===== src/rtl/bmrd_pkg.sv =====
// Shared types, constants and helpers of the banked memory with RAM-disk mapper.
package bmrd_pkg;

   localparam int DISK_COUNT  = 8;
   localparam int DISK_IW     = 3;
   localparam int PAGE_BYTES  = 65536;
   localparam int ROM_BYTES   = 32768;
   localparam int STORE_BYTES = PAGE_BYTES * (1 + 4 * 8);
   localparam int STORE_AW    = 22;
   localparam int QUEUE_DEPTH = 2;

   localparam logic [STORE_AW-1:0] STORE_LAST = STORE_AW'(STORE_BYTES - 1);
   localparam logic [STORE_AW-1:0] ROM_LIMIT  = STORE_AW'(ROM_BYTES);

   // The boot image carried by this build is blank.
   localparam logic [7:0] BOOT_FILL = 8'h00;

   localparam logic [7:0] MODE_BITS = 8'hF0;

   localparam logic [15:0] WIN_8000 = 16'h8000;
   localparam logic [15:0] WIN_A000 = 16'hA000;
   localparam logic [15:0] WIN_C000 = 16'hC000;
   localparam logic [15:0] WIN_E000 = 16'hE000;

   localparam logic [2:0] OP_READ   = 3'd0;
   localparam logic [2:0] OP_WRITE  = 3'd1;
   localparam logic [2:0] OP_MAP    = 3'd2;
   localparam logic [2:0] OP_ROM    = 3'd3;
   localparam logic [2:0] OP_SCREEN = 3'd4;
   localparam logic [2:0] OP_QUERY  = 3'd5;

   typedef struct packed {
      logic [2:0]  operation;
      logic [15:0] address;
      logic        stack_access;
      logic [7:0]  write_data;
      logic [2:0]  disk_index;
      logic [7:0]  mapping_byte;
      logic        rom_select;
   } req_type;

   typedef struct packed {
      logic [7:0]  read_data;
      logic [31:0] screen_word;
      logic        exception;
   } rsp_type;

   typedef enum logic [2:0] {
      KIND_PLAIN  = 3'd0,
      KIND_ROM    = 3'd1,
      KIND_READ   = 3'd2,
      KIND_WRITE  = 3'd3,
      KIND_SCREEN = 3'd4
   } kind_type;

   typedef struct packed {
      kind_type              kind;
      logic [STORE_AW-1:0]   addr;
      logic [7:0]            wdata;
      logic                  exc;
   } entry_type;

   function automatic logic [STORE_AW-1:0] plane_offset(input logic [1:0] plane);
      logic [15:0] base;
      case (plane)
         2'd0:    base = WIN_8000;
         2'd1:    base = WIN_A000;
         2'd2:    base = WIN_C000;
         default: base = WIN_E000;
      endcase
      return {{(STORE_AW-16){1'b0}}, base};
   endfunction

endpackage


===== src/rtl/bmrd_queue.sv =====
// Short queue that carries resolved requests from the front end to the store engine.
module bmrd_queue (
   input  logic                clock,
   input  logic                reset,
   input  logic                push,
   input  bmrd_pkg::entry_type push_entry,
   output logic                full,
   input  logic                pop,
   output logic                not_empty,
   output bmrd_pkg::entry_type head
);

   bmrd_pkg::entry_type slot_ff [bmrd_pkg::QUEUE_DEPTH];
   logic       wr_ptr_ff, wr_ptr_in;
   logic       rd_ptr_ff, rd_ptr_in;
   logic [1:0] cnt_ff, cnt_in;
   logic       do_push, do_pop;

   assign full      = (cnt_ff == 2'(bmrd_pkg::QUEUE_DEPTH));
   assign not_empty = (cnt_ff != 2'd0);
   assign head      = slot_ff[rd_ptr_ff];
   assign do_push   = push && !full;
   assign do_pop    = pop && not_empty;

   always_comb begin
      wr_ptr_in = do_push ? !wr_ptr_ff : wr_ptr_ff;
      rd_ptr_in = do_pop ? !rd_ptr_ff : rd_ptr_ff;
      cnt_in    = cnt_ff + 2'(do_push) - 2'(do_pop);
   end

   always_ff @(posedge clock) begin
      if (do_push) begin
         slot_ff[wr_ptr_ff] <= push_entry;
      end
   end

   always_ff @(posedge clock) begin
      if (reset) begin
         wr_ptr_ff <= 1'b0;
         rd_ptr_ff <= 1'b0;
         cnt_ff    <= 2'd0;
      end else begin
         wr_ptr_ff <= wr_ptr_in;
         rd_ptr_ff <= rd_ptr_in;
         cnt_ff    <= cnt_in;
      end
   end

endmodule


===== config.mk =====
export PLATFORM = sky130hd
export DESIGN_NAME = bmrd_queue
export DESIGN_NICKNAME = d
export VERILOG_FILES = /design/src/rtl/bmrd_pkg.sv /design/src/rtl/bmrd_queue.sv
export SDC_FILE = /design/constraint.sdc
export NUM_CORES = 1
export LEC_CHECK = 0
export ABC_AREA = 0
export BUFFER_PORTS_ARGS = -buffer_cell sky130_fd_sc_hd__buf_2
export CAP_MARGIN = 5
export CORE_AREA = 2 2 116 85
export CTS_CLUSTER_DIAMETER = 120
export DETAILED_ROUTE_END_ITERATION = 12
export DIE_AREA = 0 0 118 87
export GPL_TIMING_DRIVEN = 0
export PLACE_DENSITY = 0.5
export SYNTH_ARGS = -nofsm -noshare
export SYNTH_HDL_FRONTEND = slang
export SYNTH_SLANG_ARGS = --single-unit

===== constraint.sdc =====
create_clock -name clock -period 2.05 [get_ports clock]
set_input_delay 0.41 -clock clock [delete_from_list [all_inputs] [get_ports clock]]
set_output_delay 0.41 -clock clock [all_outputs]
set_load 0.02 [all_outputs]

==> flow_metrics.env, run 1 <==
export IMPL_synthTopCellsByArea="edfxtp_1, mux2_2, dfxtp_1, ha_1, buf_2"
export IMPL_clk_pin_slew_ps=50
export IMPL_start_util=0.2889
export IMPL_crit_top_cell="buf_2"
export IMPL_drv_cap=0
export IMPL_clkPwrFrac=0.344
export IMPL_portBuffers=73
export IMPL_fin_crit_ps=1976
export IMPL_clock_sinks=73
export IMPL_synth_fa_ha_area_frac=0.009341
export IMPL_fp_dieArea_um2=10270
export IMPL_yosysWarnings=0
export IMPL_layoutNonFillerInstCount=348
export IMPL_grt_overflow=0
export IMPL_synth_top_family_by_area="multiplexers"
export IMPL_n_antenna_cell=0
export IMPL_crit_chain="buf_2, buf_4, mux2_2, buf_2"
export IMPL_yosysTopAreaCellShare=0.7623
export IMPL_post_place_cells=333
export IMPL_use_met1=0.1124
export IMPL_yosysSeqAreaShare=0.7996
export IMPL_synth_compound_area_frac=0.006539
export IMPL_ioPinCount=74
export IMPL_clock_fmax_mhz=506.1
export IMPL_synth_seq_cells=73
export IMPL_synth_top_area_cell="edfxtp_1"
export IMPL_core_rowCount=30
export IMPL_coreArea_um2=9271
export IMPL_power_density_nw_per_um2=1319
export IMPL_root_buffer="clkbuf_16"
export IMPL_post_dp_hpwl_um=3005
export IMPL_finalClockSkew_ps=2.980
export IMPL_syn_area_per_cell_um2=20.29
export IMPL_nets=256
export IMPL_grt_max_degree=35
export IMPL_antenna_found_initial=0
export IMPL_die_height_um=87
export IMPL_status="completed"
export IMPL_viasPerCell=4.037
export IMPL_required_ps=1640
export IMPL_synthMuxAreaShare=0.1429
export IMPL_combPwrFrac=0.247
export IMPL_drv_slew=0
export IMPL_fill_cells=900
export IMPL_p_sw_frac=0.2723
export IMPL_syn_nets=172
export IMPL_cts_htree_levels=3
export IMPL_routedWlPerCell_um=13.55
export IMPL_setup_tns_ps=0
export IMPL_intPower_mw=3.383
export IMPL_yosysMostFrequentCell="edfxtp_1"
export IMPL_met3_usage=0.04319
export IMPL_relSlewSlack=0.4233
export IMPL_clk_latency_ps=320
export IMPL_wl_um=4714
export IMPL_critPathKind="reg -> out"
export IMPL_syn2layout_area_growth_pct=31.57
export IMPL_die_w_um=118
export IMPL_worstPathMaxFanout=10
export IMPL_power_frac_seq=0.410
export IMPL_use_met2=0.1564
export IMPL_grt_pass1_wl_um=7238
export IMPL_gp_congestion=0.6245
export IMPL_endpoint_kind="primary output"
export IMPL_total_power_mw=4.649
export IMPL_fin_hold_ws_ps=269.7
export IMPL_grt_pass1_vias=1487
export IMPL_post_route_drc_count=0
export IMPL_hold_class="in -> reg"
export IMPL_yosysUniqueCellTypes=19
export IMPL_drtPass1Iterations=4
export IMPL_drive_gt1_frac=0.5864
export IMPL_synthCells=132
export IMPL_netlist_area_um2=2679
export IMPL_setup_violations=0
export IMPL_synth_simple_area_share=0.01868
export IMPL_synth_common_cells="edfxtp_1, mux2_2, dfxtp_1"
export IMPL_crit_arrival_ps=1570
export IMPL_p_leak_nw=1.339
export IMPL_numCtsBuffers=9
export IMPL_worstMarginPinSlew_ps=865.0
export IMPL_globalRouteTotalUtil=0.09919
export IMPL_synth_edf_count=68
export IMPL_ant_nets=0
export IMPL_grt_busiest_layer="met2"
export IMPL_fin_crit_sh=0.9638
export IMPL_synth_xor_area_frac=0.009809
export IMPL_ys_flop_type="edfxtp_1"
export IMPL_crit_slowest_cell="mux2_2"
export IMPL_grt_setup_unrepaired="true"
export IMPL_via_count=1405
export IMPL_p_sw_mw=1.266
export IMPL_drtIter0Drc=45
export IMPL_ir_worst_vdd_mv=0.5235
export IMPL_cts_path_max_buffers=2
export IMPL_synth_async_reset_ratio=0
export IMPL_start_kind="flip-flop"
export IMPL_hold_viol=0
export IMPL_postCtsSetupRepairBufs=0
export IMPL_cts_tree="yes"
export IMPL_critPathMaxStageDelay_ps=350
-- worst paths after layout --
| kind | from | end | slack, ps | cells after the start |
|---|---|---|---|---|
| setup reg to reg | cnt_ff[0] | slot_ff[0][23] | 170 | 4 |
| hold / removal | push_entry[9] | slot_ff[1][9] | 270 | 1 |
| hold reg to reg | wr_ptr_ff | wr_ptr_ff | 490 | 2 |
| setup / recovery | flip-flop | head[22] | 70 | 4 |
-- metrics by stage --
stage	util	worst slack, ps	cell area [µm²]
floorplan	-	109.1	2679
global placement	0.3456	-492.9	3204
detailed placement	0.3456	48.66	3204
CTS	0.3798	16.00	3521
global route	0.3802	-18.12	3525
finish	0.3802	74.13	3525
-- repair_timing --
| action | 4_1_cts | 5_1_grt |
|---|---|---|
| gates resized for setup | 3 | 1 |
| setup endpoints to repair | 30 | 14 |
| hold buffers | 0 | 0 |
| cloned | 0 | 0 |
-- sequential cells by signal, indices dropped and copies added (netlist names), named ones only --
register and count:
slot_ff 68, rd_ptr_ff 1, cnt_ff 2, wr_ptr_ff 1
-- per-layer routing --
metal	part of all wire	routed length (µm)
met5	0	0
met1	0.45	2101
met4	0.025	118
met2	0.48	2256
met3	0.050	237
-- worst max-delay path, delay by kind of cell (launching register included) --
kind,cells,cell delay [ps]
buffers and inverters,3,590
flip-flops,1,300
multiplexers,1,350
-- power groups by stage --
stage	logic [mW]	registers, mW	clock network [mW]
after floorplan	0.802	1.92	0
after global placement	1.16	1.94	0
after detailed placement	1.16	1.94	0
after CTS	1.18	1.91	1.65
after global routing	1.24	1.93	1.71
final	1.15	1.90	1.60
-- placed cells by master (no fill, tap or decap), drive strengths merged --
cell type	synthesis	layout
o21ai	1	1
nand2	1	1
xor2	1	1
nor2b	1	1
bufinv	0	2
dfxtp	5	5
xnor2	2	2
or3	1	1
mux2	34	34
ha	2	2
and3	1	1
nor2	3	3
o21a	1	1
or2	1	1
clkbuf	0	9
edfxtp	68	68
clkinv	0	3
clkinvlp	0	1
a21oi	1	1
inv	4	4
buf	4	77
nand2b	1	1
-- area by class of cell --
cell class                      instances  area [µm²]  share of cell area
Clock buffer                            9       225.2             0.06390
Clock inverter                          6       83.83             0.02378
Buffer                                  4       31.28            0.008875
Timing Repair Buffer                   73       365.4              0.1037
Multi-Input combinational cell         51       501.7              0.1423
Tap cell                              128       160.2             0.04544
Sequential cell                        73        2142              0.6077
Inverter                                4       15.01            0.004260
-- logic make-up (layout without fill, tap and decap cells) --
logic type	count (synthesis)	count (layout)
mux	34	34
fa+ha+maj	2	2
flops	73	73
xor+xnor	3	3
simple gates	9	9
compound gates	3	3
buf+inv	8	96
No activity file was read; power rests on OpenSTA's default activity.
==> inputs of run 2 (changes only) <==
CELL_PAD_IN_SITES_DETAIL_PLACEMENT = 1   (was unset)
CELL_PAD_IN_SITES_GLOBAL_PLACEMENT = 2   (was unset)
GPL_TIMING_DRIVEN = 1   (was 0)
PLACE_DENSITY = 0.65   (was 0.5)
==> flow_metrics.env, run 2 (same netlist as run 1, synthesis figures left out) <==
export IMPL_power_density_nw_per_um2=1292
export IMPL_coreArea_um2=9271
export IMPL_start_kind="flip-flop"
export IMPL_nets=256
export IMPL_worstPathMaxFanout=22
export IMPL_fp_dieArea_um2=10270
export IMPL_core_rowCount=30
export IMPL_via_count=1422
export IMPL_fill_cells=974
export IMPL_die_height_um=87
export IMPL_fin_util=0.3806
export IMPL_setup_tns_ps=0
export IMPL_reg2reg_from="cnt_ff[1]"
export IMPL_ant_nets=0
export IMPL_clk_pin_slew_ps=60
export IMPL_syn2layout_area_growth_pct=31.71
export IMPL_fin_crit_sh=0.9298
export IMPL_clk_latency_ps=320
export IMPL_grt_pass1_vias=1531
export IMPL_antenna_found_initial=0
export IMPL_numCtsBuffers=9
export IMPL_drv_slew=0
export IMPL_globalRouteTotalUtil=0.1055
export IMPL_gp_congestion=0.6715
export IMPL_ctsHoldBuffers=0
export IMPL_worstHoldStart="push_entry[19]"
export IMPL_crit_arrival_ps=1500
export IMPL_reg_largest_list="slot_ff: 68 flops, cnt_ff: 2 flops"
export IMPL_setup_violations=0
export IMPL_ir_worst_vdd_mv=0.4777
export IMPL_grt_max_degree=35
export IMPL_critPathKind="reg -> out"
export IMPL_layout_commonest_cell="buf_2"
export IMPL_required_ps=1640
export IMPL_regMostFlops="slot_ff"
export IMPL_routedWlPerCell_um=14.26
export IMPL_portBuffers=73
export IMPL_largest_reg_flops=68
export IMPL_start_util=0.2889
export IMPL_hold_class="in -> reg"
export IMPL_clock_sinks=73
export IMPL_fin_crit_ps=1906
export IMPL_cts_resized=0
export IMPL_finalClockSkew_ps=3.359
export IMPL_endpoint_kind="primary output"
export IMPL_post_dp_hpwl_um=3359
export IMPL_die_w_um=118
export IMPL_cts_htree_levels=3
export IMPL_wl_um=4975
export IMPL_cts_path_max_buffers=2
export IMPL_fin_hold_ws_ps=273.5
export IMPL_grt_overflow=0
export IMPL_drtPass1Iterations=4
export IMPL_worstMarginPinSlew_ps=305.6
export IMPL_drtIter0Drc=47
export IMPL_cts_tree="yes"
export IMPL_drive_gt1_frac=0.5882
export IMPL_clock_fmax_mhz=524.7
export IMPL_status="completed"
export IMPL_grt_pass1_wl_um=7935
export IMPL_most_common_layout_cells="buf_2, edfxtp_1, mux2_2"
export IMPL_ioPinCount=74
export IMPL_p_leak_nw=1.337
export IMPL_relSlewSlack=0.7962
export IMPL_hold_viol=0
export IMPL_root_buffer="clkbuf_16"
export IMPL_post_route_drc_count=0
export IMPL_drv_cap=0
export IMPL_postCtsSetupRepairBufs=0
export IMPL_viasPerCell=4.074
export IMPL_n_antenna_cell=0
export IMPL_grt_setup_unrepaired="false"
## run 2: cell types whose count changed in the layout (fill, tap and decap cells not counted), sizes merged
| cell | before | now |
|---|---|---|
| clkinvlp | 1 | 2 |
| bufinv | 2 | 1 |
| clkbuf | 9 | 10 |
## run 2: area by class of cell
class / count / area [µm²] / area share
inverters: 4 / 15.01 / 0.004255
well taps: 128 / 160.2 / 0.04539
clock buffers: 10 / 229.0 / 0.06489
multi-input cells: 51 / 501.7 / 0.1422
clock inverters: 6 / 58.81 / 0.01667
repair buffers: 77 / 420.4 / 0.1191
flip-flops and latches: 73 / 2143 / 0.6074
## run 2: through the flow
step                      cells  cell area, µm²  setup WS, ps  power [mW]
after global routing        349            3528         63.84       4.798
after detailed placement    333            3241         426.7       3.141
after CTS                   349            3528         93.82       4.652
after floorplan             132            2679         109.1       2.726
after global placement      333            3241         460.4       3.127
final                       349            3528         144.0       4.560
## run 2: where the power goes
group	switching [mW]	leakage, nW	internal, mW
clock network	0.548	0.136	0.932
logic	0.684	0.524	0.487
registers	0.0546	0.677	1.85
total	1.29	1.34	3.27
## run 2: worst paths after layout
check	to	slack, ps	cells past startpoint
hold / removal	slot_ff[0][19]	270	1
hold reg to reg	wr_ptr_ff	480	2
setup reg to reg	cnt_ff[1]	490	7
setup / recovery	head[1]	140	3
## run 2: critical path, stage by stage, from the launching register on
cell     delay [ps]
dfxtp_2         320
buf_4           290
mux2_2          390
buf_2           170
## run 2: metal layers
layer,share of wire,track usage,vias up
met5,0,0,-
met4,0.017,0.04929,0
met3,0.059,0.04712,10
met2,0.47,0.1617,42
met1,0.46,0.1290,697
li1,-,-,673
==> inputs of run 3 (changes only) <==
ABC_AREA = 1   (was 0)
CORE_AREA = 2 2 120 87   (was 2 2 116 85)
DIE_AREA = 0 0 122 89   (was 0 0 118 87)
PLACE_DENSITY = 0.64   (was 0.65)
==> flow_metrics.env, run 3 <==
export IMPL_endpoint_kind="primary output"
export IMPL_grt_busiest_layer="met2"
export IMPL_drtPass1Iterations=4
export IMPL_total_power_mw=4.706
export IMPL_layoutNonFillerInstCount=361
export IMPL_setup_tns_ps=0
export IMPL_ioPinCount=74
export IMPL_fin_ws_ps=168.7
export IMPL_start_kind="flip-flop"
export IMPL_die_height_um=89
export IMPL_post_place_cells=345
export IMPL_synth_seq_cells=73
export IMPL_synth_top_area_cell="edfxtp_1"
export IMPL_use_met1=0.1137
export IMPL_clk_pin_slew_ps=60
export IMPL_required_ps=1640
export IMPL_yosysWarnings=0
export IMPL_design_area_um2=3659
export IMPL_place_area_um2=3387
export IMPL_worstPathMaxFanout=13
export IMPL_fin_util=0.3822
export IMPL_crit_chain="buf_4, mux2_2, buf_2"
export IMPL_via_count=1473
export IMPL_fill_cells=988
export IMPL_critPathMaxStageDelay_ps=370
export IMPL_drive_gt1_frac=0.5494
export IMPL_power_density_nw_per_um2=1286
export IMPL_regMostFlops="slot_ff"
export IMPL_yosysUniqueCellTypes=12
export IMPL_syn_nets=184
export IMPL_ctsHoldBuffers=0
export IMPL_power_frac_seq=0.417
export IMPL_use_met2=0.1686
export IMPL_syn_area_per_cell_um2=19.84
export IMPL_clock_fmax_mhz=531.5
export IMPL_fin_hold_ws_ps=248.4
export IMPL_grt_overflow=0
export IMPL_core_rowCount=30
export IMPL_clkPwrFrac=0.296
export IMPL_seq_area_um2=2143
export IMPL_largest_reg_flops=68
export IMPL_routedWlPerCell_um=14.51
export IMPL_gp_congestion=0.6876
export IMPL_combPwrFrac=0.287
export IMPL_viasPerCell=4.080
export IMPL_coreArea_um2=9572
export IMPL_intPower_mw=3.299
export IMPL_cts_tree="yes"
export IMPL_drv_slew=0
export IMPL_syn2layout_area_growth_pct=28.08
export IMPL_yosysMostFrequentCell="edfxtp_1"
export IMPL_p_leak_nw=1.469
export IMPL_crit_arrival_ps=1470
export IMPL_place_ws_ps=448.2
export IMPL_clock_sinks=73
export IMPL_most_common_layout_cells="buf_2, edfxtp_1, mux2_4"
export IMPL_ir_worst_vdd_mv=0.4507
export IMPL_fin_crit_ps=1881
export IMPL_yosysTopAreaCellShare=0.7148
export IMPL_globalRouteTotalUtil=0.1010
export IMPL_antenna_found_initial=0
export IMPL_p_sw_frac=0.2991
export IMPL_portBuffers=73
export IMPL_synth_edf_count=68
export IMPL_relSlewSlack=0.8348
export IMPL_wl_um=5237
export IMPL_start_util=0.2984
export IMPL_crit_slowest_cell="mux2_2"
export IMPL_synthTopCellsByArea="edfxtp_1, mux2_4, dfxtp_1, buf_12, mux2_2"
export IMPL_layout_commonest_cell="buf_2"
export IMPL_grt_pass1_vias=1546
export IMPL_yosysSeqAreaShare=0.7499
export IMPL_cts_resized=0
export IMPL_multi_input_area_um2=616.8
export IMPL_nets=268
export IMPL_post_dp_hpwl_um=3600
export IMPL_synth_common_cells="edfxtp_1, mux2_4, inv_1, nor2_1, nand2_1"
export IMPL_finalClockSkew_ps=4.528
export IMPL_ant_nets=0
export IMPL_critPathKind="reg -> out"
export IMPL_grt_pass1_wl_um=7734
export IMPL_numCtsBuffers=9
export IMPL_drv_cap=0
export IMPL_drtIter0Drc=38
export IMPL_synth_async_reset_ratio=0
export IMPL_fin_crit_sh=0.9177
export IMPL_post_route_drc_count=0
export IMPL_netlist_area_um2=2856
export IMPL_setup_violations=0
export IMPL_met3_usage=0.04337
export IMPL_grt_max_degree=35
export IMPL_synthCells=144
export IMPL_status="completed"
export IMPL_grt_setup_unrepaired="false"
export IMPL_fp_dieArea_um2=10860
export IMPL_hold_viol=0
export IMPL_ys_flop_type="edfxtp_1"
export IMPL_clk_latency_ps=330
export IMPL_hold_class="in -> reg"
export IMPL_reg_largest_list="slot_ff: 68 flops, cnt_ff: 2 flops"
export IMPL_root_buffer="clkbuf_16"
export IMPL_p_sw_mw=1.407
export IMPL_cts_path_max_buffers=2
export IMPL_n_antenna_cell=0
export IMPL_cts_htree_levels=3
export IMPL_die_w_um=122
export IMPL_postCtsSetupRepairBufs=0
export IMPL_worstMarginPinSlew_ps=247.8
==> run 3: final timing paths <==
| path | endpoint | slack [ps] | startpoint | cells after the start |
|---|---|---|---|---|
| min reg2reg | rd_ptr_ff | 500 | rd_ptr_ff | 2 |
| max reg2reg | cnt_ff[1] | 470 | cnt_ff[0] | 10 |
| min | cnt_ff[0] | 250 | reset | 2 |
| max | head[1] | 170 | flip-flop | 3 |
==> run 3: cell families (layout without fill, tap and decap cells) <==
| family | after synthesis | count (layout) | synth area share |
|---|---|---|---|
| compound gates | 2 | 2 | 0.003504 |
| fa+ha+maj | 2 | 2 | 0.008759 |
| buf+inv | 13 | 102 | 0.03679 |
| flops | 73 | 73 | 0.7499 |
| mux | 34 | 34 | 0.1735 |
| simple gates | 20 | 20 | 0.02759 |
==> run 3: per-layer routing <==
layer / vias up / part of all wire
met3: 9 / 0.071
li1: 707 / -
met4: 0 / 0.016
met5: - / 0
met2: 46 / 0.50
met1: 711 / 0.42
==> run 3: cell type report <==
| cell class | instances | share of cell area |
|---|---|---|
| flip-flops and latches | 73 | 0.5858 |
| clock buffers | 9 | 0.06156 |
| inverters | 9 | 0.009234 |
| multi-input cells | 58 | 0.1686 |
| well taps | 128 | 0.04378 |
| repair buffers | 77 | 0.1183 |
| clock inverters | 7 | 0.01265 |
==> run 3: power groups by stage <==
| stage | Clock, mW | Combinational [mW] | Sequential (mW) |
|---|---|---|---|
| detailed placement | 0 | 1.39 | 2.00 |
| finish | 1.39 | 1.35 | 1.96 |
| CTS | 1.45 | 1.39 | 1.96 |
| global placement | 0 | 1.38 | 1.98 |
| floorplan | 0 | 1.02 | 1.97 |
| global route | 1.49 | 1.47 | 1.99 |
==> run 3: critical path: cells and delay by family (launching register included) <==
kind	cells	cell delay, ps
flops	1	350
buf+inv	2	430
mux	1	370
