===== src/rtl/bmrd_pkg.sv =====
// Shared types, constants and helpers of the banked memory with RAM-disk mapper.
package bmrd_pkg;

   localparam int DISK_COUNT  = 8;
   localparam int DISK_IW     = 3;
   localparam int PAGE_BYTES  = 65536;
   localparam int ROM_BYTES   = 32768;
   localparam int STORE_BYTES = PAGE_BYTES * (1 + 4 * 8);
   localparam int STORE_AW    = 22;
   localparam int QUEUE_DEPTH = 2;

   localparam logic [STORE_AW-1:0] STORE_LAST = STORE_AW'(STORE_BYTES - 1);
   localparam logic [STORE_AW-1:0] ROM_LIMIT  = STORE_AW'(ROM_BYTES);

   // The boot image carried by this build is blank.
   localparam logic [7:0] BOOT_FILL = 8'h00;

   localparam logic [7:0] MODE_BITS = 8'hF0;

   localparam logic [15:0] WIN_8000 = 16'h8000;
   localparam logic [15:0] WIN_A000 = 16'hA000;
   localparam logic [15:0] WIN_C000 = 16'hC000;
   localparam logic [15:0] WIN_E000 = 16'hE000;

   localparam logic [2:0] OP_READ   = 3'd0;
   localparam logic [2:0] OP_WRITE  = 3'd1;
   localparam logic [2:0] OP_MAP    = 3'd2;
   localparam logic [2:0] OP_ROM    = 3'd3;
   localparam logic [2:0] OP_SCREEN = 3'd4;
   localparam logic [2:0] OP_QUERY  = 3'd5;

   typedef struct packed {
      logic [2:0]  operation;
      logic [15:0] address;
      logic        stack_access;
      logic [7:0]  write_data;
      logic [2:0]  disk_index;
      logic [7:0]  mapping_byte;
      logic        rom_select;
   } req_type;

   typedef struct packed {
      logic [7:0]  read_data;
      logic [31:0] screen_word;
      logic        exception;
   } rsp_type;

   typedef enum logic [2:0] {
      KIND_PLAIN  = 3'd0,
      KIND_ROM    = 3'd1,
      KIND_READ   = 3'd2,
      KIND_WRITE  = 3'd3,
      KIND_SCREEN = 3'd4
   } kind_type;

   typedef struct packed {
      kind_type              kind;
      logic [STORE_AW-1:0]   addr;
      logic [7:0]            wdata;
      logic                  exc;
   } entry_type;

   function automatic logic [STORE_AW-1:0] plane_offset(input logic [1:0] plane);
      logic [15:0] base;
      case (plane)
         2'd0:    base = WIN_8000;
         2'd1:    base = WIN_A000;
         2'd2:    base = WIN_C000;
         default: base = WIN_E000;
      endcase
      return {{(STORE_AW-16){1'b0}}, base};
   endfunction

endpackage


===== src/rtl/bmrd_front.sv =====
// Front end: accepts requests, keeps the disk mapping state and resolves store addresses.
module bmrd_front (
   input  logic                clock,
   input  logic                reset,
   input  logic                req_valid,
   output logic                req_ready,
   input  bmrd_pkg::req_type   req,
   input  logic                store_ready,
   input  logic                q_full,
   output logic                q_push,
   output bmrd_pkg::entry_type q_entry
);

   logic [7:0] dm_ff [bmrd_pkg::DISK_COUNT];
   logic [7:0] dm_in [bmrd_pkg::DISK_COUNT];
   logic [7:0] am_ff, am_in;
   logic [2:0] ad_ff, ad_in;
   logic [1:0] cnt_ff, cnt_in;
   logic       ovl_ff, ovl_in;

   logic                          accept;
   logic                          in_window;
   logic [5:0]                    disk_base;
   logic [bmrd_pkg::STORE_AW-1:0] mapped;

   assign req_ready = store_ready && !q_full;
   assign accept    = req_valid && req_ready;
   assign q_push    = accept;

   assign disk_base = {1'b0, ad_ff, 2'b00} + 6'd1;

   assign in_window = (am_ff[5] && req.address >= bmrd_pkg::WIN_A000
                                && req.address < bmrd_pkg::WIN_E000)
                   || (am_ff[7] && req.address >= bmrd_pkg::WIN_8000
                                && req.address < bmrd_pkg::WIN_A000)
                   || (am_ff[6] && req.address >= bmrd_pkg::WIN_E000);

   always_comb begin
      if (am_ff[4] && req.stack_access) begin
         mapped = {disk_base + {4'd0, am_ff[3:2]}, req.address};
      end else if (in_window) begin
         mapped = {disk_base + {4'd0, am_ff[1:0]}, req.address};
      end else begin
         mapped = {6'd0, req.address};
      end
   end

   always_comb begin
      q_entry       = '0;
      q_entry.kind  = bmrd_pkg::KIND_PLAIN;
      q_entry.addr  = mapped;
      q_entry.wdata = req.write_data;
      case (req.operation)
         bmrd_pkg::OP_READ: begin
            q_entry.kind = (ovl_ff && mapped < bmrd_pkg::ROM_LIMIT) ?
                           bmrd_pkg::KIND_ROM : bmrd_pkg::KIND_READ;
         end
         bmrd_pkg::OP_WRITE: begin
            q_entry.kind = bmrd_pkg::KIND_WRITE;
         end
         bmrd_pkg::OP_SCREEN: begin
            q_entry.kind = bmrd_pkg::KIND_SCREEN;
            q_entry.addr = {6'd0, req.address};
         end
         bmrd_pkg::OP_QUERY: begin
            q_entry.exc = (cnt_ff == 2'd2);
         end
         default: begin
            q_entry.kind = bmrd_pkg::KIND_PLAIN;
         end
      endcase
   end

   always_comb begin
      dm_in  = dm_ff;
      am_in  = am_ff;
      ad_in  = ad_ff;
      cnt_in = cnt_ff;
      ovl_in = ovl_ff;
      if (accept) begin
         case (req.operation)
            bmrd_pkg::OP_MAP: begin
               if (int'(req.disk_index) < bmrd_pkg::DISK_COUNT) begin
                  dm_in[req.disk_index[bmrd_pkg::DISK_IW-1:0]] = req.mapping_byte;
               end
               // First enabled disk wins; the count saturates at two.
               am_in  = '0;
               cnt_in = '0;
               for (int i = 0; i < bmrd_pkg::DISK_COUNT; i++) begin
                  if ((dm_in[i] & bmrd_pkg::MODE_BITS) != 8'd0) begin
                     if (cnt_in == 2'd0) begin
                        am_in  = dm_in[i];
                        ad_in  = 3'(i);
                        cnt_in = 2'd1;
                     end else begin
                        cnt_in = 2'd2;
                     end
                  end
               end
            end
            bmrd_pkg::OP_ROM: begin
               ovl_in = req.rom_select;
            end
            bmrd_pkg::OP_QUERY: begin
               cnt_in = 2'd0;
            end
            default: begin
               cnt_in = cnt_ff;
            end
         endcase
      end
   end

   always_ff @(posedge clock) begin
      if (reset) begin
         for (int i = 0; i < bmrd_pkg::DISK_COUNT; i++) begin
            dm_ff[i] <= '0;
         end
         am_ff  <= '0;
         ad_ff  <= '0;
         cnt_ff <= '0;
         ovl_ff <= 1'b1;
      end else begin
         dm_ff  <= dm_in;
         am_ff  <= am_in;
         ad_ff  <= ad_in;
         cnt_ff <= cnt_in;
         ovl_ff <= ovl_in;
      end
   end

endmodule


===== config.mk =====
export PLATFORM = sky130hd
export DESIGN_NAME = bmrd_front
export DESIGN_NICKNAME = d
export VERILOG_FILES = /design/src/rtl/bmrd_pkg.sv /design/src/rtl/bmrd_front.sv
export SDC_FILE = /design/constraint.sdc
export NUM_CORES = 1
export LEC_CHECK = 0
export BUFFER_PORTS_ARGS = -buffer_cell sky130_fd_sc_hd__buf_2
export CORE_MARGIN = 2
export CORE_UTILIZATION = 45
export CTS_CLUSTER_SIZE = 25
export DETAILED_ROUTE_END_ITERATION = 7
export PLACE_DENSITY = 0.71
export SLEW_MARGIN = 0
export SYNTH_ARGS = -nofsm -noshare
export SYNTH_HDL_FRONTEND = slang
export SYNTH_SLANG_ARGS = --single-unit

===== constraint.sdc =====
create_clock -name clock -period 4.4 [get_ports clock]
set_clock_uncertainty 0.15 [all_clocks]
set_input_delay 0.66 -clock clock [delete_from_list [all_inputs] [get_ports clock]]
set_output_delay 0.66 -clock clock [all_outputs]
set_load 0.02 [all_outputs]

==> results.txt, run 1 <==
- Leaving out fill and tap cells, the most frequent cells in the layout are sky130_fd_sc_hd__nand2_1, sky130_fd_sc_hd__a21oi_1, sky130_fd_sc_hd__dfxtp_1, sky130_fd_sc_hd__mux2i_1, sky130_fd_sc_hd__nor2_1.
* Count of flip-flops with a built-in enable after synthesis: 0
- Overflow left after global routing: 0
- Along the worst path, the maximum fanout reaches 11.
- Port buffering added 38 buffers.
- The final-report hold violation count was 0.
- Setup Buffers After CTS: 0
* Unrepaired setup endpoints after global routing: no
* Clk Tree Root Cell: sky130_fd_sc_hd__clkbuf_16
* Post-Route Setup TNS: 0 ns
* Synthesized instance count: 678
- The share of total power dissipated in the clock network is 0.419.
* Pin count of the biggest net entering global routing: 47
- Total die area: roughly 12000 sq um
- Once placement completed, the tool counted placed cells totaling 805.
- Chip height: ~110 microns
- Most area-hungry cell type in the Yosys netlist: sky130_fd_sc_hd__dfxtp_1
- Worst supply voltage drop on vdd: roughly 0.00014 V
* Setup CP Type: input port to flop
* Initial cell density of the core: 0.457
- The average instance in the mapped netlist occupies 7.60 sq um.
- GRT Total Usage: 0.244
- For this design the total switching power over the nets is 0.000444 W.
* Kind of start point of the critical path: input port
- Warnings from Yosys: 0
* Residual DRC count: 0
* Number of cell rows: 39
- Counting the buffers created by CTS gives 9.
* Total half-perimeter wirelength after legalization and detailed placement: 10800 microns
- The share of synthesized area in the top cell type comes to 0.303.
- Headroom to the max-slew limit: 0.453
* Number of global-route vias before repair: 4578
- For this run, the leading register cell type out of synthesis is sky130_fd_sc_hd__dfxtp_1.
- Via-per-instance ratio: 5.96
- After clock tree synthesis, the clock-pin slew on the worst setup and hold paths is 0.06 ns.
- The initial antenna violation count came to 0.
- In the final layout, the share of cells above drive strength 1 is 0.158.
* Final cycle utilization of the critical path: 0.832
* Maximum buffer depth of the clock tree: 2
- Final period demand of the worst path: 3.66 ns
- Setup violations remaining at the end of the flow were counted as 0.
- Most common cell after layout, fill and taps aside: sky130_fd_sc_hd__nand2_1
- Core area: about 11000 sq um
- For the pin with the worst max-slew slack, the measured transition is around 0.8 ns.
* Final slew viol count: 0
- In this run the remaining antenna-violating nets after routing total 0.
- Dominant cells by area after synthesis: sky130_fd_sc_hd__dfxtp_1, sky130_fd_sc_hd__nand2_1, sky130_fd_sc_hd__mux2i_1, sky130_fd_sc_hd__a21oi_1, sky130_fd_sc_hd__buf_4
* Pwr/cell area: 294 nW/um^2
* Power share of the combinational group: 0.145
- Once the clock tree was built, the resizer swapped 0 gates to a different size.
* Combined area of all synthesized cells: 5150 sq um
- The synthesized design contains 78 register bits.
- Core utilization of the finished layout: 0.491
- Wire length of the first global-routing pass: 24200 microns
- Wires add up to 14900 microns.
- Distinct cells, synth: 67
- Internal power comes to 0.00118 W.
- The pre-antenna-repair detailed-routing pass consisted of 5 iterations.
* CTS hold repair buffers: 0
* Ant diodes: 0
- CTS built an H-tree with a depth of 3.
* Sequential fraction of design power: 0.436
- Fraction of registers with async set or reset after synthesis: 0
- The later pin in the worst-skew pair is clocked with a latency of approximately 0.34 ns.
- Post-route worst hold slack: 0.303 ns
- Total Nets Final: 723
* P&R area growth vs syn: 7.43%
- The floorplan step set the die width to 111 microns.
* Final Power: 0.00163 W
* Sequential-to-total area share from yosys stat: 0.303
* Routed length per placed instance: between 15 and 20 microns
- Static timing analysis puts the maximum clock frequency at about 0.27 GHz.
- Switching power as a share of total power: 0.273
- Count of boundary I/O pins: 81
- Net count after synthesis: 728
- The run finished with clean final reports.
- Across the run, the number of max-cap violations was 0.
- Clock tree synthesis found a total of 78 sinks.
- For this block, the initial DRC count from the detailed router was 450.
- CTS tree: yes
- STA puts the critical path data arrival time at 3.70 ns.
- GPL Wtd Cong: 0.930
* Kind of end point of the critical path: flop
- Number of vias after detailed routing: around 5000
- For the worst setup path, the data required time is 4.44 ns.
- The path class of the tightest hold or removal check is flop to flop.
* Final Non-Filler Cells: 820
- Leak Pwr: 2.06 nW
==> per-stage QoR <==
step | instance area, sq um | setup WS, ns
3_3_place_gp | 5270 | 0.455
4_1_cts | 5540 | 0.755
3_5_place_dp | 5270 | 0.420
5_1_grt | 5540 | 0.564
2_1_floorplan | 5150 | 0.598
6_report | 5540 | 0.741
==> sequential cells by signal, summed over array words and instances (netlist names) <==
signal and cells:
ad_ff 3, cnt_ff 2, ovl_ff 1, dm_ff 64, am_ff 8
==> worst max-delay path: stages <==
cell                      delay, ns
sky130_fd_sc_hd__buf_2         0.16
sky130_fd_sc_hd__or3_1         0.54
sky130_fd_sc_hd__mux2i_4       0.37
sky130_fd_sc_hd__inv_1         0.19
sky130_fd_sc_hd__ha_1          0.34
sky130_fd_sc_hd__or3_1         0.36
sky130_fd_sc_hd__a21oi_2       0.18
sky130_fd_sc_hd__a22oi_2       0.13
sky130_fd_sc_hd__o211a_1       0.29
sky130_fd_sc_hd__o41ai_2       0.37
sky130_fd_sc_hd__a21oi_1       0.10
==> area by class of cell <==
type | count | area, sq um
Clock buffer | 12 | 246
Clock inverter | 3 | 21.3
Fill cell | 1097 | 5740
Inverter | 7 | 26.3
Multi-Input combinational cell | 524 | 3200
Sequential cell | 78 | 1560
Tap cell | 143 | 179
Timing Repair Buffer | 53 | 303
==> worst paths after layout <==
check        slack, ns  cells past startpoint       end       from
max               0.74                     11  ad_ff[2]     req[9]
min               0.30                      2  dm_ff[9]   dm_ff[9]
max reg2reg       1.07                     10  ad_ff[2]  dm_ff[60]
min reg2reg       0.30                      2  dm_ff[9]   dm_ff[9]
==> cells in the mapped netlist (10+ instances only) <==
master,count
sky130_fd_sc_hd__nand2_1,142
sky130_fd_sc_hd__nor2_1,49
sky130_fd_sc_hd__nor3_1,14
sky130_fd_sc_hd__nor3b_1,10
sky130_fd_sc_hd__a21oi_1,82
sky130_fd_sc_hd__mux2_2,16
sky130_fd_sc_hd__buf_4,28
sky130_fd_sc_hd__clkbuf_1,31
sky130_fd_sc_hd__dfxtp_1,78
sky130_fd_sc_hd__mux2i_1,50
sky130_fd_sc_hd__o21ai_0,25
sky130_fd_sc_hd__nand3_1,19
==> power groups by stage <==
| stage | registers, W | logic, W | clock network, W |
|---|---|---|---|
| global route | 0.000710 | 0.000255 | 0.000723 |
| global placement | 0.000726 | 0.000228 | 0 |
| floorplan | 0.000725 | 0.000189 | 0 |
| CTS | 0.000710 | 0.000232 | 0.000696 |
| finish | 0.000710 | 0.000237 | 0.000682 |
| detailed placement | 0.000726 | 0.000231 | 0 |
==> routing by layer <==
metal | up-vias | track usage | wire [microns]
met3 | 40 | 0.0541 | 947
met5 | - | 0 | 0
li1 | 2389 | - | -
met1 | 2292 | 0.327 | 6670
met4 | 0 | 0.117 | 536
met2 | 164 | 0.375 | 6720
==> cell families (layout without fill, tap and decap cells) <==
logic type / Yosys count / after routing / synth area share
AO/OA/AOI/OAI: 165 / 165 / 0.201
XOR/XNOR: 2 / 2 / 0.00340
adder cells (fa/ha/maj): 5 / 5 / 0.0121
buffers and inverters: 76 / 75 / 0.0784
flip-flops: 78 / 78 / 0.303
multiplexers: 69 / 69 / 0.143
AND/OR/NAND/NOR: 283 / 283 / 0.259
Power figures use the tool's default switching activity.
==> run 2: changes to the inputs <==
==> constraint.sdc (replaced) <==
create_clock -name clock -period 3.63 [get_ports clock]
set_clock_uncertainty 0.15 [all_clocks]
set_input_delay 0.5445 -clock clock [delete_from_list [all_inputs] [get_ports clock]]
set_output_delay 0.5445 -clock clock [all_outputs]
set_load 0.02 [all_outputs]
==> run 2 against run 1 <==
Against the previous run: die area unchanged; clock power rose by 26%; hold slack worse by 0.027 ns; routed wire length decreased by 1.8%; combinational power is 26% higher; final cell count is 2.2% higher; critical path type is now flop to flop; largest cell class unchanged.
==> results.txt, run 2 (same netlist as run 1, synthesis figures left out) <==
- Of the total power, the share spent switching nets is 0.265.
- After clock tree synthesis, the setup repair step added 0 buffers.
- After filler insertion, the fill cell instance count of the layout stands at 1068.
* CTS hold repair buffers: 0
- Source of the worst register-to-register timing path: dm_ff[55]
- Derived from the worst setup path, the maximum achievable clock frequency is approximately 0.30 GHz.
- The final max-slew violation count came to 0.
* Maximum level of the CTS H-tree: 3
- Final cycle utilization of the critical path: 0.919
- The clock reaches the later pin of the worst-skew pair after 0.34 ns.
- Number of hold violations in the final report: 0
* Final period demand of the worst path: 3.33 ns
* Number of stages on the worst hold path: 3
- Register with the most flip-flops: dm_ff
- Switch Pwr: 0.000534 W
* Kind of end point of the critical path: flop
* Number of flip-flops under the largest register name: 64
- Final setup violating endpoints: 0
* Kind of start point of the critical path: flop
* Pre-CTS WS: 0.0652 ns
* Core area: 11300 sq um
* Cell type of the slowest stage on the worst timing path: sky130_fd_sc_hd__or4_1
- The floorplan has 39 rows.
- Max-cap violations in this run came to 0.
* Worst EP arrival: 3.42 ns
* Clock transition at path regs: around 0.06 ns
- The run finished with clean final reports.
* Unrepaired setup endpoints after global routing: no
- Clk Tree Root Cell: sky130_fd_sc_hd__clkbuf_16
- The worst register-to-register path has a depth of 10.
- STA puts the critical path data required time at ~3.7 ns.
- Crit Reg-Reg Endpoint: am_ff[7]
- The initial utilization of the core area, before any placement, comes to 0.457.
- Commonest cells after routing, fill and taps aside: sky130_fd_sc_hd__nand2_1, sky130_fd_sc_hd__a21oi_1, sky130_fd_sc_hd__dfxtp_1, sky130_fd_sc_hd__nor2_1, sky130_fd_sc_hd__mux2i_1
* # resized after CTS: 0
* Pwr/cell area: 355 nW/um^2
* Number of buffers added by the clock tree synthesis step: 9
- Transition time at the pin with the least slew margin: 0.775 ns
- Part of the power in the clock network: 0.426
- Sequential fraction of design power: 0.426
- Via-per-instance ratio: 5.96
- GRT Total Usage: 0.234
- Critical path, cell by cell: or4_1 > mux2i_2 > ha_1 > nor2_1 > nand3b_1 > o21ai_0 > o221ai_1 > nand3_1 > o211ai_1 > a31o_2
- Power share of the combinational group: 0.148
* Global-route met3 utilization: 0.0470
- Largest driver fanout on the critical path: 6
* Remaining antenna violation count after routing: 0
* Leak Pwr: between 2 and 2.5 nW
* Crit-path max cell delay: between 0.5 and 0.6 ns
- TritonRoute pass-1 iters: 6
- The tree built by TritonCTS fans out to 78 sinks.
- The first global-routing pass estimated 23600 microns of wire.
- The area growth from synthesis to layout is 10.4%.
- Crit path setup slack, layout: 0.295 ns
- Global-route track usage on met1: 0.311
- Count of boundary I/O pins: a little over 80
- Worst R2R Setup Slack: 0.30 ns
- Overflow left after global routing: 0
- Cell internal power was estimated by the tool at between 0.001 and 0.0015 W.
- After detailed routing, the average wire length per cell comes to around 17 microns.
- In this run the most critical hold path is launched from req[0].
- Leaving out fill and tap cells, the most frequent cell in the layout is sky130_fd_sc_hd__nand2_1.
- The initial antenna violation count is 0.
* Count of port buffers added during placement: 38
- Kind of path behind the tightest hold check: input port to flop
- Measured against its own limit, the worst slew margin works out to 0.484.
- The path with the worst hold slack has its endpoint at ovl_ff.
- Setup CP Type: flop to flop
- Horizontal die dimension: approximately 110 microns
- For met2 alone, demand over resource in global routing was 0.380.
- Top Registers: dm_ff x64, am_ff x8, ad_ff x3
- CTS tree: yes
* Residual DRC count: 0
- Global-route layer with the greatest usage: met2
- Chip height: 111 microns
- The HPWL after detailed placement is 10700 microns.
- Post-Route Setup TNS: 0 ns
- 0 antenna diodes ended up in the layout.
- The detailed router placed 4997 vias in this run.
- The clock passes through at most 2 buffers.
* Number of global-route vias before repair: around 4600
- Summed over all layers, the routed wires come to 14600 microns.
- GPL Wtd Cong: 0.994
- Total die area: roughly 12000 sq um
- The worst-case IR drop observed on VDD is 0.000210 V.
* Fraction of final layout cells with drive strength greater than 1: 0.183
* Total Nets Final: 740
* Pin count of the biggest net entering global routing: 45
* Starting DRT DRC Count: 428
-- run 2: changes by cell type in the layout (fill, tap and decap cells not counted) --
| cell | delta |
|---|---|
| sky130_fd_sc_hd__clkbuf_8 | +2 |
| sky130_fd_sc_hd__clkinv_4 | -1 |
| sky130_fd_sc_hd__buf_4 | +17 |
| sky130_fd_sc_hd__clkbuf_1 | -1 |
| sky130_fd_sc_hd__mux2i_1 | -1 |
| sky130_fd_sc_hd__mux2i_2 | +1 |
| sky130_fd_sc_hd__clkinv_2 | +1 |
-- run 2: area by class of cell --
type | instances | area [sq um] | share of cell area
inverters | 7 | 26.3 | 0.00462
multi-input cells | 524 | 3200 | 0.563
well taps | 143 | 179 | 0.0315
flip-flops and latches | 78 | 1560 | 0.275
clock buffers | 13 | 270 | 0.0475
clock inverters | 3 | 17.5 | 0.00308
repair buffers | 70 | 430 | 0.0757
-- run 2: worst max-delay path, delay by kind of cell, from the launching register on --
kind                       cells  cell delay (ns)
AOI/OAI and AO/OA              4             0.88
adders and majority gates      1             0.35
DFF                            1             0.32
muxes                          1             0.32
and+or+nand+nor                4             1.21
-- run 2: worst max-delay path by stage --
| stage | startpoint | end | slack (ns) | depth (start not counted) |
|---|---|---|---|---|
| detailed placement | req[6] | ad_ff[2] | 0.07 | 11 |
| finish | dm_ff[55] | am_ff[7] | 0.30 | 10 |
| floorplan | req[11] | ad_ff[2] | 0.05 | 11 |
| CTS | dm_ff[55] | ad_ff[2] | 0.42 | 10 |
| global placement | req[6] | am_ff[7] | 0.13 | 11 |
| global route | dm_ff[63] | am_ff[2] | 0.20 | 10 |
-- run 2: metal layers --
metal / up-vias / share of wire
li1: 2428 / -
met5: - / 0
met3: 25 / 0.072
met4: 0 / 0.023
met2: 212 / 0.46
met1: 2332 / 0.44
-- run 2: power groups by stage --
stage,Sequential [W],Combinational [W],Clock [W]
floorplan,0.000879,0.000229,0
global placement,0.000880,0.000286,0
detailed placement,0.000880,0.000290,0
CTS,0.000861,0.000292,0.000873
global route,0.000861,0.000320,0.000912
finish,0.000861,0.000299,0.000859
-- run 2: metrics by stage --
stage | power [W] | hold WS [ns] | util | instances | area, sq um
floorplan | 0.00111 | 0.282 | - | 678 | 5160
global placement | 0.00117 | 0.296 | 0.479 | 822 | 5400
detailed placement | 0.00117 | 0.299 | 0.479 | 822 | 5400
CTS | 0.00203 | 0.269 | 0.505 | 838 | 5690
global route | 0.00209 | 0.292 | 0.505 | 838 | 5690
finish | 0.00202 | 0.276 | 0.505 | 838 | 5690
==> run 3: changes to the inputs <==
--- a/config.mk
+++ b/config.mk
@@ -5,12 +5,13 @@
 export SDC_FILE = /design/constraint.sdc
 export NUM_CORES = 1
 export LEC_CHECK = 0
+export ABC_AREA = 1
 export BUFFER_PORTS_ARGS = -buffer_cell sky130_fd_sc_hd__buf_2
 export CORE_MARGIN = 2
-export CORE_UTILIZATION = 45
+export CORE_UTILIZATION = 40
 export CTS_CLUSTER_SIZE = 25
 export DETAILED_ROUTE_END_ITERATION = 7
-export PLACE_DENSITY = 0.71
+export PLACE_DENSITY = 0.65
 export SLEW_MARGIN = 0
 export SYNTH_ARGS = -nofsm -noshare
 export SYNTH_HDL_FRONTEND = slang
==> run 3 against run 2 <==
Against the previous run: final cell count grew 21%; sequential share of layout area shrank 0.50 points; synthesized cell count grew 22%; clock-buffer cell count shrank 2; power grew 14%; register-to-register slack gained 0.57 ns; first-iteration DRC count shrank 29%; hold slack gained 0.0030 ns; clock power grew 7.3%; maximum frequency grew 4.0%; combinational power grew 68%; setup slack gained 0.13 ns; critical endpoint is now cnt_ff[0]; largest power group is now the clock network.
==> results.txt, run 3 <==
- Final design instance area without fill: 5790 sq um
- 0 antenna diodes ended up in the layout.
- Routed length per placed instance: 13.5 microns
- Headroom to the max-slew limit: 0.368
- Synthesized instance count: 826
- For this run, the detailed router's first-pass iteration total came to 5.
- Measured on the finished design, the core utilization comes to 0.457.
- Fraction of final layout cells with drive strength greater than 1: 0.161
- Final slew viol count: 0
- STA classifies the critical path endpoint as a flop.
* Number of buffers added by the clock tree synthesis step: 9
- Kind of start point of the critical path: input port
- After synthesis, the share of cell area in mux cells is 0.
- Dividing total power by cell area gives a power density of 396 nW/um^2.
* Library cell with the highest instance count after synthesis: sky130_fd_sc_hd__nand2_1
* Outcome: complete, no violations
* Arithmetic-cell share of the synthesized area counting full adders, half adders and majority gates: 0.0120
- The die is about 120 microns tall.
- Summed over all nets, the switching power comes to 0.000717 W.
- Met2 global-route usage: 0.334
* Most used flip-flop cell after synthesis: sky130_fd_sc_hd__dfxtp_1
- Summing all placed instances gives a cell area of 5490 sq um.
- Register with the most flip-flops: dm_ff
- Summing all flip-flop and latch instances after layout gives 1560 sq um.
- Required time at the endpoint of the critical path: 3.76 ns
- Via-per-instance ratio: 5.05
* GPL Wtd Cong: 0.853
- For the final routed database, the setup TNS stands at 0 ns.
- In this run the tool buffered the top-level ports with 38 buffer cells.
* Unrepaired setup endpoints after global routing: no
- Switching power as a share of total power: 0.312
- Commonest cells after routing, fill and taps aside: sky130_fd_sc_hd__nand2_1, sky130_fd_sc_hd__o21ai_0, sky130_fd_sc_hd__a21oi_1, sky130_fd_sc_hd__dfxtp_1
- The final layout contains routed wiring with a total length of 13800 microns.
- Net count after synthesis: 876
* Residual DRC count: 0
- For this design, the slowest cell found on the critical path is sky130_fd_sc_hd__ha_1.
- Sequential fraction of design power: 0.380
- For met3 alone, demand over resource in global routing was 0.0343.
- Transition time at the pin with the least slew margin: approximately 0.95 ns
- Top Registers: dm_ff x64, am_ff x8, ad_ff x3
* Overflow left after global routing: 0
* Sequential-to-total area share from yosys stat: 0.299
* Dominant cells by area after synthesis: sky130_fd_sc_hd__dfxtp_1, sky130_fd_sc_hd__nand2_1, sky130_fd_sc_hd__o21ai_0, sky130_fd_sc_hd__a21oi_1, sky130_fd_sc_hd__nor2_1
* Most common cell after layout, fill and taps aside: sky130_fd_sc_hd__nand2_1
* Power share of the combinational group: 0.219
* Fraction of registers with async set or reset after synthesis: 0
* Number of antenna violations at the first check in global routing: 0
* Worst supply voltage drop on vdd: between 0.0004 and 0.0005 V
* Worst EP arrival: 3.34 ns
- For the finished layout, the period the worst path requires is 3.21 ns.
- Global-route layer with the greatest usage: met2
* Largest driver fanout on the critical path: 11
* Cell mode on critical path: sky130_fd_sc_hd__nand2_1
- After floorplanning, the core was divided into 41 placement rows.
- Filler Cells Inserted: 1322
- Averaged over all synthesized cells, the footprint is 6.33 sq um.
* Clock sink count: 78
- Of the total synthesized cell area, the portion taken by AND, OR, NAND and NOR gates is 0.333.
- Max-cap violations in this run came to 0.
* Worst skew pair latency: 0.34 ns
- The clock passes through at most 2 buffers.
- Number of hold violations in the final report: 0
- In this run, synthesis produced a sequential element count of between 70 and 80.
* Number of flip-flops under the largest register name: 64
- The min-delay analysis places its worst path in the category input port to flop.
* Pin count of the biggest net entering global routing: between 90 and 100
- The number of global-route vias before repair was 4761.
* Most area-hungry cell type in the Yosys netlist: sky130_fd_sc_hd__dfxtp_1
- Total half-perimeter wirelength after legalization and detailed placement: 10100 microns
- Xor and xnor fraction of the mapped netlist area: 0.00503
- The first global-routing pass estimated 23100 microns of wire.
* Clock transition at path regs: 0.06 ns
- For this run, the total global-route usage over all layers was measured as 0.202.
* Final setup violating endpoints: 0
- Distinct cells, synth: 38
- Initial cell density of the core: 0.413
- The synthesized-area fraction occupied by ao, oa, aoi and oai cells came to 0.225.
* Synth cell count leaders: sky130_fd_sc_hd__nand2_1, sky130_fd_sc_hd__o21ai_0, sky130_fd_sc_hd__a21oi_1
- Portion of synthesized cell area occupied by the leading cell type: 0.299
* Global-route track usage on met1: 0.264
- Post-CTS repair changed the size of 0 cells.
* Critical path, cell by cell: buf_2 > nor2_1 > nand2_1 > nand2_1 > o21ai_0 > inv_1 > nand2_1 > nor2_1 > ha_1 > nand2_4 > nand2_1 > inv_1 > nand2_1 > nand3_1 > nand3_2 > nand2_1 > nor2_4 > nand2_2 > nand2_1 > nand2_1 > a21oi_2
- Summing every instance area after synthesis gives ~5200 sq um.
* Crit-path max cell delay: 0.29 ns
* Maximum operating frequency: 0.312 GHz
* Core area: 12700 sq um
* Count of boundary I/O pins: a little over 80
* Final cycle utilization of the critical path: 0.884
- Total Nets Final: 891
* Warnings from Yosys: 0
* Maximum level of the CTS H-tree: 3
- The worst setup path is of the input port to flop kind.
* Count of flip-flops with a built-in enable after synthesis: 0
* Setup Buffers After CTS: 0
* Starting DRT DRC Count: 305
- The die is about 120 microns wide.
- P&R area growth vs syn: 10.8%
- Remaining antenna violation count after routing: 0
* CTS tree: yes
- Part of the power in the clock network: 0.402
- The die covers 14000 sq um.
- The routed layout has 5143 vias.
- CTS hold repair buffers: 0
- In the final layout, the multi-input gates occupy 3010 sq um.
- Internal power summed over all cells: 0.00158 W
- Main combinational cell family by area after synthesis: simple AND/OR/NAND/NOR gates
- CTS placed an instance of sky130_fd_sc_hd__clkbuf_16 at the clock tree root.
- Leak Pwr: 2.79 nW
run 3: cell types whose count changed after synthesis, moves of 10 or more:
| cell | before | now |
|---|---|---|
| sky130_fd_sc_hd__nor2_1 | 49 | 77 |
| sky130_fd_sc_hd__nand2_1 | 142 | 201 |
| sky130_fd_sc_hd__nand2_2 | 0 | 10 |
| sky130_fd_sc_hd__o21ai_0 | 25 | 105 |
| sky130_fd_sc_hd__nand3_1 | 19 | 46 |
| sky130_fd_sc_hd__nor3b_1 | 10 | 0 |
| sky130_fd_sc_hd__mux2_2 | 16 | 0 |
| sky130_fd_sc_hd__inv_1 | 7 | 76 |
| sky130_fd_sc_hd__nand3_2 | 1 | 12 |
| sky130_fd_sc_hd__nor3_1 | 14 | 3 |
| sky130_fd_sc_hd__mux2i_1 | 50 | 0 |
run 3: layer usage:
metal  vias to the layer above  part of all wire
met1                      2273              0.49
met4                         0             0.021
met2                       138              0.45
met5                         -                 0
li1                       2713                 -
met3                        19             0.045
run 3: power groups by stage:
stage                     clock [W]  combinational, W  sequential (W)
final                      0.000922          0.000502        0.000872
after detailed placement          0          0.000496        0.000891
after floorplan                   0          0.000396        0.000889
after CTS                  0.000933          0.000499        0.000872
after global routing       0.000965          0.000569        0.000873
after global placement            0          0.000494        0.000891
run 3: metrics by stage:
step	std cells	hold WS [ns]	setup slack (ns)	total power [W]
floorplan	826	0.295	0.440	0.00129
global placement	1002	0.312	0.194	0.00138
detailed placement	1002	0.320	0.110	0.00139
CTS	1018	0.280	0.444	0.00230
global route	1018	0.303	0.00204	0.00241
finish	1018	0.279	0.423	0.00230
run 3: cell families after synthesis:
kind of cell    count (synthesis)
compound gates                217
fa+ha+maj                       5
buf+inv                       142
xor+xnor                        3
simple gates                  381
flops                          78
run 3: worst max-delay path, delay by kind of cell:
kind	cells	cell delay, ns
adders and majority gates	1	0.29
AOI/OAI and AO/OA	2	0.25
and+or+nand+nor	15	1.93
buffers and inverters	3	0.31
run 3: final timing paths:
path / from / to / slack, ns / cells past startpoint
worst min-delay path: req[0] / ovl_ff / 0.28 / 3
worst max-delay path: req[11] / cnt_ff[0] / 0.42 / 21
worst min register to register: am_ff[7] / am_ff[7] / 0.33 / 2
worst max register to register: dm_ff[55] / cnt_ff[0] / 0.87 / 18
run 3: final cells by class:
class | count | share of cell area
Clock inverter | 5 | 0.0102
Multi-Input combinational cell | 606 | 0.520
Sequential cell | 78 | 0.270
Tap cell | 172 | 0.0371
Clock buffer | 11 | 0.0419
Timing Repair Buffer | 63 | 0.0674
Inverter | 83 | 0.0538
